**src/rtl/core/bqlpf_pkg.sv**
```systemverilog
// Shared types and constants of the biquad lowpass filter.
// Depends on nothing; used by every module of the block.
package bqlpf_pkg;

	localparam int DEF_SAMPLE_WIDTH = 16;
	localparam int DEF_COEF_WIDTH   = 32;
	localparam int DEF_STATE_WIDTH  = 48;
	localparam int STATE_FRAC       = 16;
	localparam int COEF_INT_BITS    = 4;
	localparam int DEF_OPND_WIDTH   = (DEF_STATE_WIDTH + 2) - (DEF_STATE_WIDTH + 2) / 2 + 1;

	localparam int REG_IDX_W = 2;
	localparam logic [REG_IDX_W-1:0] REG_ENABLE = 2'd0;
	localparam logic [REG_IDX_W-1:0] REG_B0     = 2'd1;
	localparam logic [REG_IDX_W-1:0] REG_A1     = 2'd2;
	localparam logic [REG_IDX_W-1:0] REG_A2     = 2'd3;

	typedef enum logic [2:0] {
		ST_IDLE,
		ST_FB,
		ST_FB_DRAIN,
		ST_ROUND,
		ST_SUM,
		ST_FF,
		ST_FF_DRAIN,
		ST_OUT
	} state_t;

	typedef struct packed {
		logic vld;
		logic hi;
		logic neg;
	} mul_ctl_t;

endpackage

```
**src/rtl/core/bqlpf_mul.sv**
```systemverilog
// Shared signed multiplier with one product register.
// Depends on bqlpf_pkg for the control struct.
module bqlpf_mul #(
	parameter int COEF_WIDTH = bqlpf_pkg::DEF_COEF_WIDTH,
	parameter int OPND_WIDTH = bqlpf_pkg::DEF_OPND_WIDTH
) (
	input  logic                                     clk,
	input  logic                                     arst_n,
	input  logic signed [COEF_WIDTH-1:0]             coef,
	input  logic signed [OPND_WIDTH-1:0]             opnd,
	input  bqlpf_pkg::mul_ctl_t                      ctl,
	output logic signed [COEF_WIDTH+OPND_WIDTH-1:0]  prod_s1,
	output bqlpf_pkg::mul_ctl_t                      ctl_s1
);
	import bqlpf_pkg::*;

	always_ff @(posedge clk) begin
		prod_s1 <= coef * opnd;
	end

	always_ff @(posedge clk or negedge arst_n) begin
		if (!arst_n) begin
			ctl_s1 <= '0;
		end else begin
			ctl_s1 <= ctl;
		end
	end

endmodule

```
**src/rtl/core/biquad_lowpass_filter.sv**
```systemverilog
// Top level of the second-order lowpass biquad, direct form II, fixed point.
// Depends on bqlpf_pkg and bqlpf_mul.
//
// channel   direction  fields (lowest bit up)
// s_axis    in         tdata: sample_in
// m_axis    out        tdata: filtered_out; tuser: guard_hit
// cfg       in         cfg_addr selects filter_enable, forward_gain, a1, a2
//
// A filtered word passes the feedback, round, sum and feed-forward steps before
// its result; the one shared multiplier forms six partial products, one per cycle.
// A word that passes through with filtering off goes straight to the output step.
// A new word is accepted only once the last result has been loaded for output.
// Reset clears the delays, the configuration and the control registers; no clearing pass.
// A result waiting on m_axis_tready holds the sequencer in its last step.
module biquad_lowpass_filter #(
	parameter int SAMPLE_WIDTH = bqlpf_pkg::DEF_SAMPLE_WIDTH,
	parameter int COEF_WIDTH   = bqlpf_pkg::DEF_COEF_WIDTH,
	parameter int STATE_WIDTH  = bqlpf_pkg::DEF_STATE_WIDTH
) (
	input  logic                                   clk,
	input  logic                                   arst_n,
	input  logic                                   s_axis_tvalid,
	output logic                                   s_axis_tready,
	input  logic [((SAMPLE_WIDTH+7)/8)*8-1:0]      s_axis_tdata,  // sample_in
	output logic                                   m_axis_tvalid,
	input  logic                                   m_axis_tready,
	output logic [((SAMPLE_WIDTH+7)/8)*8-1:0]      m_axis_tdata,  // filtered_out
	output logic                                   m_axis_tuser,  // guard_hit
	input  logic                                   cfg_we,
	input  logic [bqlpf_pkg::REG_IDX_W-1:0]        cfg_addr,
	input  logic [COEF_WIDTH-1:0]                  cfg_wdata
);
	import bqlpf_pkg::*;

	localparam int TD_W      = ((SAMPLE_WIDTH + 7) / 8) * 8;
	localparam int SUM_W     = STATE_WIDTH + 2;
	localparam int LO_W      = SUM_W / 2;
	localparam int MUL_W     = SUM_W - LO_W + 1;
	localparam int PROD_W    = COEF_WIDTH + MUL_W;
	localparam int COEF_FRAC = COEF_WIDTH - COEF_INT_BITS;
	localparam int Y_SHIFT   = COEF_FRAC + STATE_FRAC;
	localparam int ACC_A     = COEF_WIDTH + STATE_WIDTH + 3;
	localparam int ACC_B     = SAMPLE_WIDTH + COEF_WIDTH + 13;
	localparam int ACC_W     = (ACC_A > ACC_B) ? ACC_A : ACC_B;
	localparam logic [1:0] FB_LAST = 2'd3;
	localparam logic [1:0] FF_LAST = 2'd1;
	localparam logic signed [ACC_W-1:0] W0_HALF = ACC_W'(1) << (COEF_FRAC - 1);
	localparam logic signed [ACC_W-1:0] Y_HALF  = ACC_W'(1) << (Y_SHIFT - 1);

	state_t state_q, state_d;
	logic [1:0] step_q;

	logic                            enable_q;
	logic signed [COEF_WIDTH-1:0]    b0_q, a1_q, a2_q;
	logic signed [SAMPLE_WIDTH-1:0]  x_q;
	logic                            bypass_q;
	logic signed [ACC_W-1:0]         acc_q;
	logic signed [STATE_WIDTH-1:0]   w0_q, w1_q, w2_q;
	logic signed [SUM_W-1:0]         s_q;
	logic                            guard_q;
	logic [SAMPLE_WIDTH-1:0]         out_data_q;
	logic                            out_guard_q;
	logic                            out_valid_q;

	logic                            in_acc;
	logic                            can_load;
	logic signed [SAMPLE_WIDTH-1:0]  x_in;
	logic signed [ACC_W-1:0]         x_in_ext, x_q_ext;
	logic signed [ACC_W-1:0]         prod_ext, term;
	logic signed [ACC_W-1:0]         w0_sum, w0_rnd, xs;
	logic [ACC_W-STATE_WIDTH:0]      w0_top, xs_top;
	logic                            w0_fit, xs_fit;
	logic signed [STATE_WIDTH-1:0]   xs_sat, w0_new;
	logic signed [SUM_W-1:0]         w0_sx, w1_sx, w2_sx, s_new, src;
	logic signed [ACC_W-1:0]         y_sum, y_rnd;
	logic [ACC_W-SAMPLE_WIDTH:0]     y_top;
	logic signed [SAMPLE_WIDTH-1:0]  y_sat;

	mul_ctl_t                        mul_ctl, ctl_s1;
	logic signed [COEF_WIDTH-1:0]    mul_coef;
	logic signed [MUL_W-1:0]         mul_opnd;
	logic signed [PROD_W-1:0]        prod_s1;

	assign s_axis_tready = (state_q == ST_IDLE);
	assign in_acc        = s_axis_tvalid && s_axis_tready;
	assign can_load      = !out_valid_q || m_axis_tready;
	assign x_in          = s_axis_tdata[SAMPLE_WIDTH-1:0];
	assign x_in_ext      = {{(ACC_W-SAMPLE_WIDTH){x_in[SAMPLE_WIDTH-1]}}, x_in};
	assign x_q_ext       = {{(ACC_W-SAMPLE_WIDTH){x_q[SAMPLE_WIDTH-1]}}, x_q};

	// configuration
	always_ff @(posedge clk or negedge arst_n) begin
		if (!arst_n) begin
			enable_q <= 1'b0;
			b0_q     <= '0;
			a1_q     <= '0;
			a2_q     <= '0;
		end else if (cfg_we) begin
			case (cfg_addr)
				REG_ENABLE: enable_q <= cfg_wdata[0];
				REG_B0:     b0_q     <= cfg_wdata;
				REG_A1:     a1_q     <= cfg_wdata;
				REG_A2:     a2_q     <= cfg_wdata;
				default:    ;
			endcase
		end
	end

	// next state
	always_comb begin
		state_d = state_q;
		case (state_q)
			ST_IDLE:     if (in_acc) state_d = enable_q ? ST_FB : ST_OUT;
			ST_FB:       if (step_q == FB_LAST) state_d = ST_FB_DRAIN;
			ST_FB_DRAIN: state_d = ST_ROUND;
			ST_ROUND:    state_d = ST_SUM;
			ST_SUM:      state_d = ST_FF;
			ST_FF:       if (step_q == FF_LAST) state_d = ST_FF_DRAIN;
			ST_FF_DRAIN: state_d = ST_OUT;
			ST_OUT:      if (can_load) state_d = ST_IDLE;
			default:     state_d = ST_IDLE;
		endcase
	end

	// sequencer outputs: multiplier request and operands
	always_comb begin
		mul_ctl  = '0;
		mul_coef = b0_q;
		src      = s_q;
		case (state_q)
			ST_FB: begin
				mul_ctl.vld = 1'b1;
				mul_ctl.hi  = step_q[0];
				mul_ctl.neg = 1'b1;
				mul_coef    = step_q[1] ? a2_q : a1_q;
				src         = step_q[1] ? w2_sx : w1_sx;
			end
			ST_FF: begin
				mul_ctl.vld = 1'b1;
				mul_ctl.hi  = step_q[0];
				mul_ctl.neg = 1'b0;
				mul_coef    = b0_q;
				src         = s_q;
			end
			default: ;
		endcase
		mul_opnd = mul_ctl.hi ? {src[SUM_W-1], src[SUM_W-1:LO_W]}
		                      : {{(MUL_W-LO_W){1'b0}}, src[LO_W-1:0]};
	end

	bqlpf_mul #(
		.COEF_WIDTH (COEF_WIDTH),
		.OPND_WIDTH (MUL_W)
	) u_mul (
		.clk     (clk),
		.arst_n  (arst_n),
		.coef    (mul_coef),
		.opnd    (mul_opnd),
		.ctl     (mul_ctl),
		.prod_s1 (prod_s1),
		.ctl_s1  (ctl_s1)
	);

	assign prod_ext = {{(ACC_W-PROD_W){prod_s1[PROD_W-1]}}, prod_s1};
	assign term     = ctl_s1.hi ? (prod_ext <<< LO_W) : prod_ext;

	// intermediate: round, range check, replace with the sample on overflow
	assign w0_sum = acc_q + W0_HALF;
	assign w0_rnd = w0_sum >>> COEF_FRAC;
	assign w0_top = w0_rnd[ACC_W-1:STATE_WIDTH-1];
	assign w0_fit = (&w0_top) | ~(|w0_top);
	assign xs     = x_q_ext <<< STATE_FRAC;
	assign xs_top = xs[ACC_W-1:STATE_WIDTH-1];
	assign xs_fit = (&xs_top) | ~(|xs_top);
	assign xs_sat = xs_fit ? xs[STATE_WIDTH-1:0]
	              : (xs[ACC_W-1] ? {1'b1, {(STATE_WIDTH-1){1'b0}}}
	                             : {1'b0, {(STATE_WIDTH-1){1'b1}}});
	assign w0_new = w0_fit ? w0_rnd[STATE_WIDTH-1:0] : xs_sat;

	assign w0_sx = {{2{w0_q[STATE_WIDTH-1]}}, w0_q};
	assign w1_sx = {{2{w1_q[STATE_WIDTH-1]}}, w1_q};
	assign w2_sx = {{2{w2_q[STATE_WIDTH-1]}}, w2_q};
	assign s_new = w0_sx + (w1_sx <<< 1) + w2_sx;

	// output: round and saturate
	assign y_sum = acc_q + Y_HALF;
	assign y_rnd = y_sum >>> Y_SHIFT;
	assign y_top = y_rnd[ACC_W-1:SAMPLE_WIDTH-1];
	assign y_sat = ((&y_top) | ~(|y_top)) ? y_rnd[SAMPLE_WIDTH-1:0]
	             : (y_rnd[ACC_W-1] ? {1'b1, {(SAMPLE_WIDTH-1){1'b0}}}
	                               : {1'b0, {(SAMPLE_WIDTH-1){1'b1}}});

	always_ff @(posedge clk or negedge arst_n) begin
		if (!arst_n) begin
			state_q     <= ST_IDLE;
			step_q      <= '0;
			bypass_q    <= 1'b0;
			w1_q        <= '0;
			w2_q        <= '0;
			out_valid_q <= 1'b0;
		end else begin
			state_q <= state_d;
			if ((state_q == ST_FB || state_q == ST_FF) && state_d == state_q) begin
				step_q <= step_q + 2'd1;
			end else begin
				step_q <= '0;
			end
			if (in_acc) begin
				bypass_q <= !enable_q;
			end
			if (state_q == ST_SUM) begin
				w2_q <= w1_q;
				w1_q <= w0_q;
			end
			if (state_q == ST_OUT && can_load) begin
				out_valid_q <= 1'b1;
			end else if (m_axis_tready) begin
				out_valid_q <= 1'b0;
			end
		end
	end

	always_ff @(posedge clk) begin
		if (in_acc) begin
			x_q   <= x_in;
			acc_q <= x_in_ext <<< (STATE_FRAC + COEF_FRAC);
		end else if (ctl_s1.vld) begin
			acc_q <= ctl_s1.neg ? (acc_q - term) : (acc_q + term);
		end else if (state_q == ST_SUM) begin
			acc_q <= '0;
		end
		if (state_q == ST_ROUND) begin
			w0_q    <= w0_new;
			guard_q <= !w0_fit;
		end
		if (state_q == ST_SUM) begin
			s_q <= s_new;
		end
		if (state_q == ST_OUT && can_load) begin
			out_data_q  <= bypass_q ? x_q : y_sat;
			out_guard_q <= bypass_q ? 1'b0 : guard_q;
		end
	end

	assign m_axis_tvalid = out_valid_q;
	assign m_axis_tdata  = {{(TD_W-SAMPLE_WIDTH){1'b0}}, out_data_q};
	assign m_axis_tuser  = out_guard_q;

endmodule

```
**config.mk**
```make
export PLATFORM = sky130hd
export DESIGN_NAME = biquad_lowpass_filter
export DESIGN_NICKNAME = d
export VERILOG_FILES = /design/src/rtl/core/bqlpf_pkg.sv /design/src/rtl/core/bqlpf_mul.sv /design/src/rtl/core/biquad_lowpass_filter.sv
export SDC_FILE = /design/constraint.sdc
export NUM_CORES = 2
export LEC_CHECK = 0
export BUFFER_PORTS_ARGS = -buffer_cell sky130_fd_sc_hd__buf_4
export CORE_MARGIN = 3
export CORE_UTILIZATION = 46
export DETAILED_ROUTE_END_ITERATION = 12
export SETUP_SLACK_MARGIN = 0.05
export SYNTH_ARGS = -nofsm -noshare
export SYNTH_HDL_FRONTEND = slang
export SYNTH_SLANG_ARGS = --single-unit
```
**constraint.sdc**
```tcl
create_clock -name clk -period 8.25 [get_ports clk]
set_clock_uncertainty 0.1 [all_clocks]
set_input_delay 1.2375 -clock clk [delete_from_list [all_inputs] [get_ports clk]]
set_output_delay 1.2375 -clock clk [all_outputs]
set_load 0.05 [all_outputs]
```
==> flow_summary.yaml <==
cts:
  cts_tree: "yes"
  cts-root-buf: "clkbuf_16"
  insertion_delay_ns: 0.70
  clock-sinks: 476
  ctsHtreeMaxLevel: 2
  clkTransAtPathRegs_ns: 0.06
  cts-buffers-inserted: 56
  clk_path_buf_depth: 3
logic_synthesis:
  async_reset_ff_frac: 0.426
  syn_inst: 6519
  syn-cell-area_um2: 60400
  synth_top_area_cell: "fa_1"
  syn_avg_cell_area_um2: 9.27
  synth-edff-count: 171
  synth_top_cells_by_area: "fa_1 (30%), edfxtp_1 (8.5%), dfrtp_1 (8.4%)"
  ys.warnings.count: 0
  synthFlopType: "dfrtp_1"
  syn_nets: 7772
  synth_top_area_frac: 0.300
  ys_ff_latch: 476
  synth.yosys.seq_area_share: 0.203
  ys_types: 101
timing:
  slew_violations: 0
  postLayoutSetupSlackWorst_ns: -0.0488
  finalHoldViolCount: 0
  slew_headroom: 0.306
  tightest_slew_ns: 1.04
  period_needed_ns: 8.30
  setup_viol: 5
  rsz0062_at_grt: "yes"
  fin_crit_sh: 1.01
  fmax_mhz: 120
  finalSetupTns_ns: -0.125
placement:
  portBuffers: 73
  postPlaceCellArea_um2: 66800
  pre_cts_slack_ns: -0.517
  place.gp.congestion: 0.953
  hpwlAfterDp_um: 162000
global_route:
  grt_pass1_vias: 50417
  grt_pass1_wl_um: 308000
  grt.total_usage: 0.295
  grt_max_degree: 131
  antenna_found_initial: 7
  gr-total-overflow: 0
floorplanning:
  start_util: 0.465
  die_w_um: 368
  dieArea_um2: 136000
  core_area_um2: 130000
  die_h_um: 368
  num_rows: 132
  pin_count: 74
layout:
  syn2layout_area_growth_pct: 18.1
  post-route-util: 0.549
  drive_above_1_share: 0.196
  multi_input_area_um2: 44600
  fill_cells: 11743
  final_area_um2: 71300
  seq_area_um2: 12300
  nNetsFinal: 8263
setup_path:
  slowest_delay_ns: 0.57
  regToRegEndpoint: "u_mul.prod_s1[44]"
  cp_max_fo: 10
  r2r_start: "step_q[1]"
  startpoint_type: "register"
  crit_arrival_ns: 8.74
  required_ns: 8.70
  worst_path_max_delay_cell: "dfrtp_4"
  endpoint_kind: "register"
  crit_type: "reg -> reg"
  r2r_cells: 36
  rrSetupSlack_ns: -0.05
routing:
  drtIter0Drc: 4780
  vias_per_cell: 5.62
  num_vias: 49410
  wl_per_cell_um: 22.7
  drc: 0
  firstDrtPassIters: 6
  ant_nets: 0
  drt-total-wl_um: 200000
min_path:
  hp-class: "reg -> reg"
  hold_path_depth: 2
  hold_path_end: "acc_q[6]"
  hp-start: "acc_q[6]"
job:
  drv_cap: 0
outcome:
  outcome: "complete, but fails checks"
  failed_checks: "setup timing"
cell type report:
class                      instances  area share
sequential                       476       0.172
clock inverter                    33     0.00672
clock buffer                      71      0.0220
inverter                         922      0.0486
timing repair buffer             752      0.0942
multi-input combinational       4802       0.626
antenna                            1   0.0000351
tap                             1742      0.0306
cells in the final DEF (no fill, tap or decap), types with 171 or more instances in the layout:
master,n
a21oi_1,289
inv_1,895
nand2_1,724
o21ai_0,196
buf_4,650
edfxtp_1,171
mux2_2,204
ha_1,278
nor2_1,580
xnor2_1,196
dfrtp_1,200
fa_1,867
what timing repair did:
action / in CTS / in global routing
resized for setup: 205 / 110
buffers inserted: 83 / 23
hold endpoints to repair: 0 / 0
gates cloned: 7 / 4
pin swaps: 110 / 84
hold buffers: 0 / 0
setup endpoints to repair: 29 / 28
per-stage QoR:
stage / hold slack (ns) / instances
after floorplan: 0.332 / 6519
after global placement: 0.341 / 8581
after detailed placement: 0.353 / 8581
after CTS: 0.368 / 8772
after global routing: 0.387 / 8798
final: 0.362 / 8799
layer usage:
layer,vias up,global-route usage,share of wire
met5,-,0,0
met1,24978,0.431,0.44
met3,355,0.0385,0.075
met4,0,0.0924,0.039
li1,22166,-,-
met2,1911,0.458,0.45
cell usage after synthesis, drive strengths merged (102+ instances only):
master    n
a21oi   345
inv     920
dfrtp   203
dfxtp   102
nand2   736
o21ai   236
edfxtp  171
clkbuf  277
xnor2   198
nor2    603
a21o    148
fa      904
ha      294
xor2    136
mux2i   109
mux2    209
kinds of logic after synthesis:
family	synth area share
AOI/OAI and AO/OA	0.109
muxes	0.0571
xor gates and xnor gates	0.0486
and+or+nand+nor	0.143
adders and majority gates	0.361
buffers and inverters	0.0783
DFF	0.203
worst max path at each step:
stage / start / cells after the start / endpoint / slack, ns
3_3_place_gp: state_q[0] / 30 / u_mul.prod_s1[48] / -0.44
5_1_grt: step_q[1] / 31 / u_mul.prod_s1[55] / -0.32
3_5_place_dp: state_q[0] / 30 / u_mul.prod_s1[52] / -0.52
4_1_cts: step_q[1] / 34 / u_mul.prod_s1[48] / -0.06
6_report: step_q[1] / 36 / u_mul.prod_s1[44] / -0.05
2_1_floorplan: state_q[0] / 32 / u_mul.prod_s1[48] / 0.02
sequential cells by signal, summed over array words and instances (netlist names), 32 cells and up:
name	flops
u_mul.prod_s1	58
a2_q	32
a1_q	32
b0_q	32
s_q	50
w1_q	48
w2_q	48
w0_q	48
acc_q	83
critical path: cells and delay by family, from the launching register on:
| family | cells | cell delay [ns] |
|---|---|---|
| fa+ha+maj | 8 | 3.88 |
| buf+inv | 13 | 1.54 |
| compound gates | 7 | 1.24 |
| flops | 1 | 0.57 |
| simple gates | 6 | 0.49 |
| mux | 1 | 0.16 |
| xor+xnor | 1 | 0.14 |
Power is left out: the tool's default activity adds up to more than one toggle a clock period on the data nets, which glitch-free logic cannot reach.
